File: src/sv/utf8_to_utf16_decoder_defines.svh
// Assertion macros for the UTF-8 to UTF-16 decoder.
// No dependencies; taken in by `include in the files that assert.
`ifndef UTF8_TO_UTF16_DECODER_DEFINES_SVH
`define UTF8_TO_UTF16_DECODER_DEFINES_SVH

`ifndef SYNTHESIS
// clocked check, disabled while reset is held
`define U8U16_ASSERT(lbl, clk, rst_n, prop, msg) \
    lbl: assert property (@(posedge clk) disable iff (!rst_n) prop) else $error(msg);
// clocked check that also holds during reset
`define U8U16_ASSERT_ALWAYS(lbl, clk, prop, msg) \
    lbl: assert property (@(posedge clk) prop) else $error(msg);
`else
`define U8U16_ASSERT(lbl, clk, rst_n, prop, msg)
`define U8U16_ASSERT_ALWAYS(lbl, clk, prop, msg)
`endif

`endif

File: src/sv/u8u16_pkg.sv
// Types, constants and helper functions of the UTF-8 to UTF-16 decoder.
// No dependencies.
package u8u16_pkg;

    localparam int ACC_W = 31;

    localparam logic [ACC_W-1:0] MAX_SCALAR = 31'h0010_FFFF;
    localparam logic [ACC_W-1:0] SURR_LO    = 31'h0000_D800;
    localparam logic [ACC_W-1:0] SURR_HI    = 31'h0000_DFFF;
    localparam logic [ACC_W-1:0] SUPP_BASE  = 31'h0001_0000;
    localparam logic [15:0]      HIGH_BASE  = 16'hD800;
    localparam logic [15:0]      LOW_BASE   = 16'hDC00;

    // decoder state carried between bytes
    typedef struct packed {
        logic [2:0]       exp_len;   // 0: no open sequence
        logic [2:0]       seen;
        logic [ACC_W-1:0] acc;
        logic             failed;
    } t_dec_state;

    typedef struct packed {
        logic [15:0] code_unit;
        logic        is_status;
        logic        string_ok;
        logic        run_last;
    } t_result;

    // everything one byte produces
    typedef struct packed {
        logic [1:0]        cnt;
        t_result [2:0]     slot;
    } t_step_res;

    // sequence length from a lead byte; 0 for an ASCII byte or anything that cannot lead
    function automatic logic [2:0] lead_len(input logic [7:0] b);
        logic [2:0] len;
        casez (b)
            8'b110?_????: len = 3'd2;
            8'b1110_????: len = 3'd3;
            8'b1111_0???: len = 3'd4;
            8'b1111_10??: len = 3'd5;
            8'b1111_110?: len = 3'd6;
            default:      len = 3'd0;
        endcase
        return len;
    endfunction

    // keeps 5*len+1 bits of the accumulator
    function automatic logic [ACC_W-1:0] len_mask(input logic [2:0] len);
        logic [ACC_W-1:0] m;
        case (len)
            3'd2:    m = 31'h0000_07FF;
            3'd3:    m = 31'h0000_FFFF;
            3'd4:    m = 31'h001F_FFFF;
            3'd5:    m = 31'h03FF_FFFF;
            3'd6:    m = 31'h7FFF_FFFF;
            default: m = '0;
        endcase
        return m;
    endfunction

endpackage

File: src/sv/u8u16_in_if.sv
// Input channel of the decoder: one UTF-8 byte and its end-of-string flag.
// No dependencies.
interface u8u16_in_if;
    logic       valid;
    logic       ready;
    logic [7:0] byte_in;
    logic       last_byte;

    modport source (output valid, output byte_in, output last_byte, input ready);
    modport sink   (input valid, input byte_in, input last_byte, output ready);
endinterface

File: src/sv/u8u16_out_if.sv
// Output channel of the decoder: one UTF-16 code unit or status item.
// No dependencies.
interface u8u16_out_if;
    logic        valid;
    logic        ready;
    logic [15:0] code_unit;
    logic        is_status;
    logic        string_ok;
    logic        run_last;

    modport source (output valid, output code_unit, output is_status,
                    output string_ok, output run_last, input ready);
    modport sink   (input valid, input code_unit, input is_status,
                    input string_ok, input run_last, output ready);
endinterface

File: src/sv/u8u16_step.sv
// Combinational decode of one byte: next decoder state and up to three results.
// Depends on u8u16_pkg.
module u8u16_step (
    input  u8u16_pkg::t_dec_state i_state,
    input  logic [7:0]            i_byte,
    input  logic                  i_last,
    output u8u16_pkg::t_dec_state o_state,
    output u8u16_pkg::t_step_res  o_res
);
    import u8u16_pkg::*;

    logic [2:0]       len;
    logic [ACC_W-1:0] acc_sh;
    logic [ACC_W-1:0] val;
    logic [2:0]       seen_n;
    logic [20:0]      supp;
    logic             err;
    logic [1:0]       n_units;
    logic [15:0]      unit0;
    logic [15:0]      unit1;
    logic             ok;
    logic [1:0]       total;
    t_dec_state       st;

    assign len    = lead_len(i_byte);
    assign acc_sh = {i_state.acc[ACC_W-7:0], i_byte[5:0]};
    assign seen_n = i_state.seen + 3'd1;
    assign val    = acc_sh & len_mask(i_state.exp_len);
    assign supp   = val[20:0] - SUPP_BASE[20:0];

    always_comb begin
        st      = i_state;
        err     = 1'b0;
        n_units = 2'd0;
        unit0   = '0;
        unit1   = '0;
        if (!i_state.failed) begin
            if (i_state.exp_len == 3'd0) begin
                if (!i_byte[7]) begin
                    n_units = 2'd1;
                    unit0   = {8'h00, i_byte};
                end else if (len != 3'd0) begin
                    st.exp_len = len;
                    st.seen    = 3'd1;
                    st.acc     = {{(ACC_W-8){1'b0}}, i_byte};
                end else begin
                    err = 1'b1;
                end
            end else if (i_byte[7:6] != 2'b10) begin
                err = 1'b1;
            end else if (seen_n == i_state.exp_len) begin
                st.exp_len = 3'd0;
                st.seen    = 3'd0;
                st.acc     = '0;
                if ((val >= SURR_LO && val <= SURR_HI) || val > MAX_SCALAR) begin
                    err = 1'b1;
                end else if (val < SUPP_BASE) begin
                    n_units = 2'd1;
                    unit0   = val[15:0];
                end else begin
                    n_units = 2'd2;
                    unit0   = HIGH_BASE + {6'd0, supp[19:10]};
                    unit1   = LOW_BASE + {6'd0, supp[9:0]};
                end
            end else begin
                st.seen = seen_n;
                st.acc  = acc_sh;
            end
        end
        if (err) begin
            st        = '0;
            st.failed = 1'b1;
        end
    end

    assign ok = !st.failed && (st.exp_len == 3'd0);

    always_comb begin
        o_res = '0;
        o_res.slot[0].code_unit = unit0;
        o_res.slot[1].code_unit = unit1;
        total = n_units;
        if (i_last) begin
            o_res.slot[n_units]           = '0;
            o_res.slot[n_units].is_status = 1'b1;
            o_res.slot[n_units].string_ok = ok;
            total = n_units + 2'd1;
        end
        o_res.cnt = total;
        if (total != 2'd0) begin
            o_res.slot[total - 2'd1].run_last = 1'b1;
        end
        o_state = i_last ? '0 : st;
    end

endmodule

File: src/sv/utf8_to_utf16_decoder.sv
// UTF-8 to UTF-16 decoder. One byte is decoded in the cycle it is accepted and its
// results (none, one or two code units, plus a status item on the last byte of a
// string) go into a three-entry result register that drains one item per cycle
// while the output is ready. A byte is accepted every cycle while the output is ready
// and each byte yields at most one result; a byte that yields more results holds the
// input, since the next byte is taken only once the result register is down to its
// final item being taken. Overlong forms are passed; after an error the rest of the
// string is dropped and its status item reports failure.
`include "utf8_to_utf16_decoder_defines.svh"

module utf8_to_utf16_decoder (
    input  logic         i_clk,
    input  logic         i_rst_n,
    u8u16_in_if.sink     i_in,
    u8u16_out_if.source  o_out
);
    import u8u16_pkg::*;

    t_dec_state    r_st;
    t_dec_state    n_st;
    t_result [2:0] r_slot;
    t_result [2:0] n_slot;
    logic [1:0]    r_cnt;
    logic [1:0]    n_cnt;

    t_dec_state    step_st;
    t_step_res     step_res;
    logic          in_fire;
    logic          pop;

    u8u16_step u_step (
        .i_state (r_st),
        .i_byte  (i_in.byte_in),
        .i_last  (i_in.last_byte),
        .o_state (step_st),
        .o_res   (step_res)
    );

    assign pop         = o_out.valid && o_out.ready;
    assign i_in.ready  = (r_cnt == 2'd0) || ((r_cnt == 2'd1) && o_out.ready);
    assign in_fire     = i_in.valid && i_in.ready;

    assign o_out.valid     = (r_cnt != 2'd0);
    assign o_out.code_unit = r_slot[0].code_unit;
    assign o_out.is_status = r_slot[0].is_status;
    assign o_out.string_ok = r_slot[0].string_ok;
    assign o_out.run_last  = r_slot[0].run_last;

    always_comb begin
        n_st   = r_st;
        n_slot = r_slot;
        n_cnt  = r_cnt;
        if (in_fire) begin
            n_st   = step_st;
            n_slot = step_res.slot;
            n_cnt  = step_res.cnt;
        end else if (pop) begin
            n_slot[0] = r_slot[1];
            n_slot[1] = r_slot[2];
            n_cnt     = r_cnt - 2'd1;
        end
    end

    always_ff @(posedge i_clk) begin
        if (!i_rst_n) begin
            r_st  <= '0;
            r_cnt <= 2'd0;
        end else begin
            r_st  <= n_st;
            r_cnt <= n_cnt;
        end
    end

    always_ff @(posedge i_clk) begin
        r_slot <= n_slot;
    end

    `U8U16_ASSERT(a_status_ends_byte, i_clk, i_rst_n, (o_out.valid && o_out.is_status) |-> o_out.run_last, "status item not last of its byte")
    `U8U16_ASSERT(a_unit_not_ok, i_clk, i_rst_n, (o_out.valid && !o_out.is_status) |-> !o_out.string_ok, "code unit carries string_ok")
    `U8U16_ASSERT(a_tail_is_last, i_clk, i_rst_n, (o_out.valid && r_cnt == 2'd1) |-> o_out.run_last, "final buffered item lacks run_last")
    `U8U16_ASSERT(a_end_clears, i_clk, i_rst_n, (in_fire && i_in.last_byte) |=> (r_st.exp_len == 3'd0 && !r_st.failed && r_st.acc == '0), "state not cleared after last byte")
    `U8U16_ASSERT_ALWAYS(a_seq_count, i_clk, (r_st.exp_len != 3'd0) |-> (r_st.seen != 3'd0 && r_st.seen < r_st.exp_len && !r_st.failed), "open sequence count out of range")

endmodule
File: src/flat_wrapper.sv
// flat-port wrapper written by rule: the top's interface ports become plain ports
module utf8_to_utf16_decoder_flat import u8u16_pkg::*;
  (i_clk, i_rst_n, i_in_valid, i_in_byte_in, i_in_last_byte, i_in_ready, o_out_valid, o_out_code_unit, o_out_is_status, o_out_string_ok, o_out_run_last, o_out_ready);
  u8u16_in_if i_in_i ();
  u8u16_out_if o_out_i ();
  input  logic i_clk;
  input  logic i_rst_n;
  input wire logic [$bits(i_in_i.valid)-1:0] i_in_valid;
  input wire logic [$bits(i_in_i.byte_in)-1:0] i_in_byte_in;
  input wire logic [$bits(i_in_i.last_byte)-1:0] i_in_last_byte;
  output wire logic [$bits(i_in_i.ready)-1:0] i_in_ready;
  output wire logic [$bits(o_out_i.valid)-1:0] o_out_valid;
  output wire logic [$bits(o_out_i.code_unit)-1:0] o_out_code_unit;
  output wire logic [$bits(o_out_i.is_status)-1:0] o_out_is_status;
  output wire logic [$bits(o_out_i.string_ok)-1:0] o_out_string_ok;
  output wire logic [$bits(o_out_i.run_last)-1:0] o_out_run_last;
  input wire logic [$bits(o_out_i.ready)-1:0] o_out_ready;
  assign i_in_i.valid = i_in_valid;
  assign i_in_i.byte_in = i_in_byte_in;
  assign i_in_i.last_byte = i_in_last_byte;
  assign i_in_ready = i_in_i.ready;
  assign o_out_valid = o_out_i.valid;
  assign o_out_code_unit = o_out_i.code_unit;
  assign o_out_is_status = o_out_i.is_status;
  assign o_out_string_ok = o_out_i.string_ok;
  assign o_out_run_last = o_out_i.run_last;
  assign o_out_i.ready = o_out_ready;
  utf8_to_utf16_decoder u_core (.i_clk(i_clk), .i_rst_n(i_rst_n), .i_in(i_in_i), .o_out(o_out_i));
endmodule
File: config.mk
export PLATFORM = sky130hd
export DESIGN_NAME = utf8_to_utf16_decoder_flat
export DESIGN_NICKNAME = d
export VERILOG_FILES = /design/src/sv/u8u16_pkg.sv /design/src/sv/u8u16_in_if.sv /design/src/sv/u8u16_out_if.sv /design/src/sv/u8u16_step.sv /design/src/sv/utf8_to_utf16_decoder.sv /design/src/flat_wrapper.sv
export VERILOG_INCLUDE_DIRS = /design/src /design/src/sv
export SDC_FILE = /design/constraint.sdc
export NUM_CORES = 1
export LEC_CHECK = 0
export ABC_AREA = 1
export BUFFER_PORTS_ARGS = -buffer_cell sky130_fd_sc_hd__clkbuf_2
export CELL_PAD_IN_SITES_DETAIL_PLACEMENT = 1
export CELL_PAD_IN_SITES_GLOBAL_PLACEMENT = 2
export CORE_MARGIN = 2
export CORE_UTILIZATION = 35
export CTS_BUF_LIST = sky130_fd_sc_hd__clkbuf_16
export DETAILED_ROUTE_END_ITERATION = 10
export GPL_ROUTABILITY_DRIVEN = 0
export PLACE_DENSITY = 0.77
export SLEW_MARGIN = 20
export SYNTH_ARGS = -nofsm -noshare
export SYNTH_HDL_FRONTEND = slang
export SYNTH_SLANG_ARGS = --single-unit
File: constraint.sdc
create_clock -name i_clk -period 3.8 [get_ports i_clk]
set_input_delay 0 -clock i_clk [delete_from_list [all_inputs] [get_ports i_clk]]
set_output_delay 0 -clock i_clk [all_outputs]
set_load 0.01 [all_outputs]
## Yosys cells after proc, flatten, opt, wreduce, memory -nomap -nowiden

Cells that the tools add are included.
Widths: inputs -> output; s select.

| operators by class | value |
|---|---|
| add/subtract/negate cells | 7 |
| bitwise gates (word level) | 3 |
| muxes and demuxes | 56 |
| magnitude comparators | 8 |
| equal/unequal tests | 17 |
| reductions and logical operators | 18 |

Operators by type and width:

| operator | count |
|---|---|
| $mux 16 | 12 |
| $mux 37 | 5 |
| $bwmux 57 | 3 |
| $pmux 31 s5 | 1 |
| $demux 19 s2 | 4 |
| $mux 38 | 4 |
| $mux 57 | 2 |
| $and 38x57->57 | 1 |
| $not 57->57 | 1 |
| $mux 34 | 1 |
| $add 15x11->16 const A | 2 |
| $and 31x31->31 | 1 |
| $ge 31x16->1 const B | 1 |
| $gt 31x21->1 const B | 1 |
| $le 31x16->1 const B | 1 |
| $lt 31x17->1 const B | 1 |
| $mux 2 | 10 |
| $sub 20x17->20 const B | 1 |
| $mux 19 | 1 |
| $pmux 3 s5 | 1 |
| $eq 3x3->1 const B | 4 |
| $mux 1 | 9 |
| $ne 4x4->1 const B | 2 |
| $eq 7x7->1 const B | 1 |
| 24 further kinds | 39 |

| storage, ports and cells | value |
|---|---|
| input bits | 13 |
| output and inout bits | 21 |
| logic and storage cells | 126 |
| flip-flop bits (word level) | 91 |

## Logic depth before layout (Yosys ltp)

| logic depth | value |
|---|---|
| depth in word-level cells | 23 |
| mapped depth | 23 |
| mapped depth without buffers | 22 |

## Modules after synthesis

From an unflattened synthesis, not the netlist that was laid out.

| second synthesis, totals | value |
|---|---|
| cell total of the unflattened synthesis | 959 |
| area total of the unflattened synthesis | 6965.4 µm² |

Modules (own cells, without submodules):

| module | cells each | seq. area each (µm²) | instances | area an instance (µm²) |
|---|---|---|---|---|
| utf8_to_utf16_decoder | 386 | 2512.4 | 1 | 3846.2 |
| u8u16_step | 573 | 0.0 | 1 | 3119.2 |

## Least setup slack after synthesis

OpenSTA, ideal clock, no wires.

| timing | value |
|---|---|
| path kind | register to register |
| start | register u_core.r_st[32] (netlist bit) |
| end | register u_core.r_slot (netlist bit u_core.o_out.code_unit[9]), data pin |
| clock period less this slack | 2936 ps |
| required time | 3612 ps |
| setup slack | 864 ps |
| stages on the path, launching flop included | 17 |
| setup time | 188 ps |
| arrival time | 2748 ps |
| buffers on the path | 0 |
| cells stage by stage | dfxtp_1 -> ha_1 -> xnor2_1 -> xor2_1 -> nand2_1 -> nor2_2 -> inv_1 -> nand2_1 -> inv_1 -> nor3_1 -> nand2_1 -> ha_1 -> nand2_1 -> nand3_1 -> nor2_1 -> nand2_1 -> o41ai_1 |

RTL lines:

| element | line | source |
|---|---|---|
| start, declared | utf8_to_utf16_decoder.sv:19 | `t_dec_state r_st;` |
| start signal, assigned | utf8_to_utf16_decoder.sv:69 | `r_st <= n_st;` |
| end signal, assigned | utf8_to_utf16_decoder.sv:75 | `r_slot <= n_slot;` |
| end, declared | utf8_to_utf16_decoder.sv:21 | `t_result [2:0] r_slot;` |

==> results.sh <==
export IMPL_outcome="finished clean"
export IMPL_tightest_slew_ns=0.748
export IMPL_cpMostUsedCell="nand2_1"
export IMPL_root_buffer="clkbuf_16"
export IMPL_hold_path_class="in2reg"
export IMPL_grtUsageTotal=0.203
export IMPL_p_leak_nw=2.26
export IMPL_whs_ns=0.0793
export IMPL_final_max_slew_viol_count=0
export IMPL_period_share=0.885
export IMPL_via_per_inst=4.96
export IMPL_peakVddDrop_v=0.000302
export IMPL_finalNetCount=680
export IMPL_dp_cells=820
export IMPL_slowest_stage="dfxtp_2"
export IMPL_cpPeakStageDelay_ns=0.39
export IMPL_syn_nets=664
export IMPL_grt_pass1_vias=4131
export IMPL_numCtsBuffers=9
export IMPL_die_y_um=119
export IMPL_hold_buffers=0
export IMPL_ys_seq_elements=70
export IMPL_yosys_area_top_type="edfxtp_1"
export IMPL_die_x_um=119
export IMPL_crit_chain="inv_2, nand2_1, nand2_2, nand2_1, nor2_1, nand2_1, nor2_1, nand3b_1, nand2_1, nand2_1, nor2_2, nand4_2, ha_1, nand2_1, nand3_1, nor2_2, nand2_1, o41ai_1"
export IMPL_rsz0062_at_grt="false"
export IMPL_start_kind="flop"
export IMPL_grt_overflow=0
export IMPL_p_per_area_nw_per_um2=619
export IMPL_clk_pin_slew_ns=0.06
export IMPL_fmax_mhz=297
export IMPL_async_flop_share=0
export IMPL_area_delta_synth_final_pct=11.2
export IMPL_cts_htree_levels=3
export IMPL_cts_buffer_depth=2
export IMPL_clock_latency_ns=0.34
export IMPL_core_area_sq_um=12700
export IMPL_drt_total_wl_um=13900
export IMPL_max_cap_viol_count=0
export IMPL_ys_warn_count=0
export IMPL_setup_worst_path_class="reg2reg"
export IMPL_first_iter_violations=142
export IMPL_boundaryPins=34
export IMPL_synth_top_area_share=0.236
export IMPL_synth_area_leaders="edfxtp_1 (24%), dfxtp_1 (15%), nand2_1 (13%)"
export IMPL_grt_pass1_wl_um=22200
export IMPL_final_hold_violation_count=0
export IMPL_start_util=0.361
export IMPL_synth_area_sq_um=4590
export IMPL_hpwl_um=10700
export IMPL_rows=41
export IMPL_synth_edff_count=36
export IMPL_cp_end_kind="flop"
export IMPL_arrival_ns=3.51
export IMPL_fin_skew_ns=0.00654
export IMPL_wl_per_cell_um=16.7
export IMPL_slew_headroom=0.500
export IMPL_io_buffers=33
export IMPL_tritoncts="done"
export IMPL_drc=0
export IMPL_final_cells=836
export IMPL_n_antenna_cell=0
export IMPL_yosysUniqueCellTypes=47
export IMPL_vias=4150
export IMPL_syn_avg_cell_area_sq_um=7.14
export IMPL_cp_required_ns=3.94
export IMPL_drive_gt1_frac=0.152
export IMPL_min_period_ns=3.36
export IMPL_final_setup_tns_ns=0
export IMPL_ys_seq_area_frac=0.384
export IMPL_drtAntennaViolNets=0
export IMPL_netlist_instances=643
export IMPL_final_setup_viol_count=0
export IMPL_clock_sinks=70
export IMPL_dieArea_sq_um=14000
export IMPL_cp_max_fo=14
export IMPL_grt_max_degree=41
export IMPL_first_pass_iters=4
export IMPL_ys_flop_type="edfxtp_1"
export IMPL_antenna_found_initial=0
final timing paths:
kind                                      from                                   to  slack (ns)  cells past startpoint
setup / recovery  u_core.r_st[37]$_SDFFE_PN0P_  u_core.o_out.code_unit[9]$_DFFE_PP_        0.44                     18
hold / removal                 i_in_byte_in[0]          u_core.r_st[1]$_SDFFE_PN0P_        0.08                      5
setup reg to reg  u_core.r_st[37]$_SDFFE_PN0P_  u_core.o_out.code_unit[9]$_DFFE_PP_        0.44                     18
hold reg to reg   u_core.r_st[23]$_SDFFE_PN0P_         u_core.r_st[23]$_SDFFE_PN0P_        0.49                      2
critical path: cells and delay by family, from the launching register on:
family	cells	cell delay, ns
AO/OA/AOI/OAI	1	0.35
adder cells (fa/ha/maj)	1	0.24
buffers and inverters	1	0.12
flip-flops	1	0.39
AND/OR/NAND/NOR	15	2.07
through the flow:
stage	setup slack [ns]	util	total power, W	cell area [sq um]
after global placement	0.524	0.376	0.00226	4780
after global routing	0.0545	0.401	0.00338	5100
final	0.439	0.401	0.00316	5100
after CTS	0.252	0.401	0.00320	5100
after floorplan	0.864	-	0.00203	4590
after detailed placement	0.276	0.376	0.00229	4780
per-layer routing:
metal / up-vias / GRT usage / routed length (um)
li1: 2100 / - / -
met2: 68 / 0.327 / 6320
met3: 18 / 0.0290 / 458
met4: 0 / 0.0811 / 344
met1: 1964 / 0.275 / 6810
met5: - / 0 / 0
sequential cells by signal (all words and copies together), names as in the netlist:
name                    flops
u_core.r_st                32
u_core.r_slot              17
u_core.o_out.code_unit     16
u_core.r_cnt                2
u_core.o_out.is_status      1
u_core.o_out.run_last       1
u_core.o_out.string_ok      1
final cells by class:
class / instances / area, sq um
fillers: 1648 / 7620
multi-input cells: 463 / 2290
flip-flops and latches: 70 / 1770
inverters: 71 / 267
repair buffers: 44 / 248
clock buffers: 9 / 225
well taps: 172 / 215
clock inverters: 7 / 88.8
Yosys cell counts, drive strengths merged (4+ instances only):
cell type	instances
nand3	40
nand2	167
nor3	37
inv	66
o21ai	34
ha	8
edfxtp	36
buf	32
nand3b	4
nor2	110
dfxtp	34
clkinv	5
clkbuf	7
or2	4
a21oi	26
nand4	11
repair_timing:
item / 4_1_cts / 5_1_grt
hold endpoints to repair: 0 / 0
buffers inserted: 0 / 0
resized for setup: 0 / 4
endpoints found under the setup margin: 0 / 8
kinds of logic (layout without fill, tap and decap cells):
logic type | Yosys count | after routing | synth area share
buf+inv | 110 | 131 | 0.117
compound gates | 73 | 73 | 0.0891
fa+ha+maj | 8 | 8 | 0.0218
xor+xnor | 6 | 6 | 0.0115
flops | 70 | 70 | 0.384
simple gates | 376 | 376 | 0.377
power breakdown:
| part | total (W) | switching, W | internal [W] |
|---|---|---|---|
| logic | 0.00100 | 0.000676 | 0.000329 |
| clock network | 0.000899 | 0.000330 | 0.000569 |
| registers | 0.00125 | 0.000121 | 0.00113 |
| total | 0.00316 | 0.00113 | 0.00203 |
cells in the final DEF, fill, tap and decap left out, types with 6 or more instances in the layout:
master and count:
nor2_2 6, edfxtp_1 36, clkbuf_2 33, ha_1 8, nand2_1 155, dfxtp_1 31, nor3_1 31, a21oi_1 26
nand3_1 36, nor3_2 6, buf_4 11, nand4_1 10, nand2_2 7, inv_1 63, nor2_1 103, clkinv_1 6
o21ai_0 32, clkbuf_16 9
Note: power is estimated with default switching activity, not from simulation.
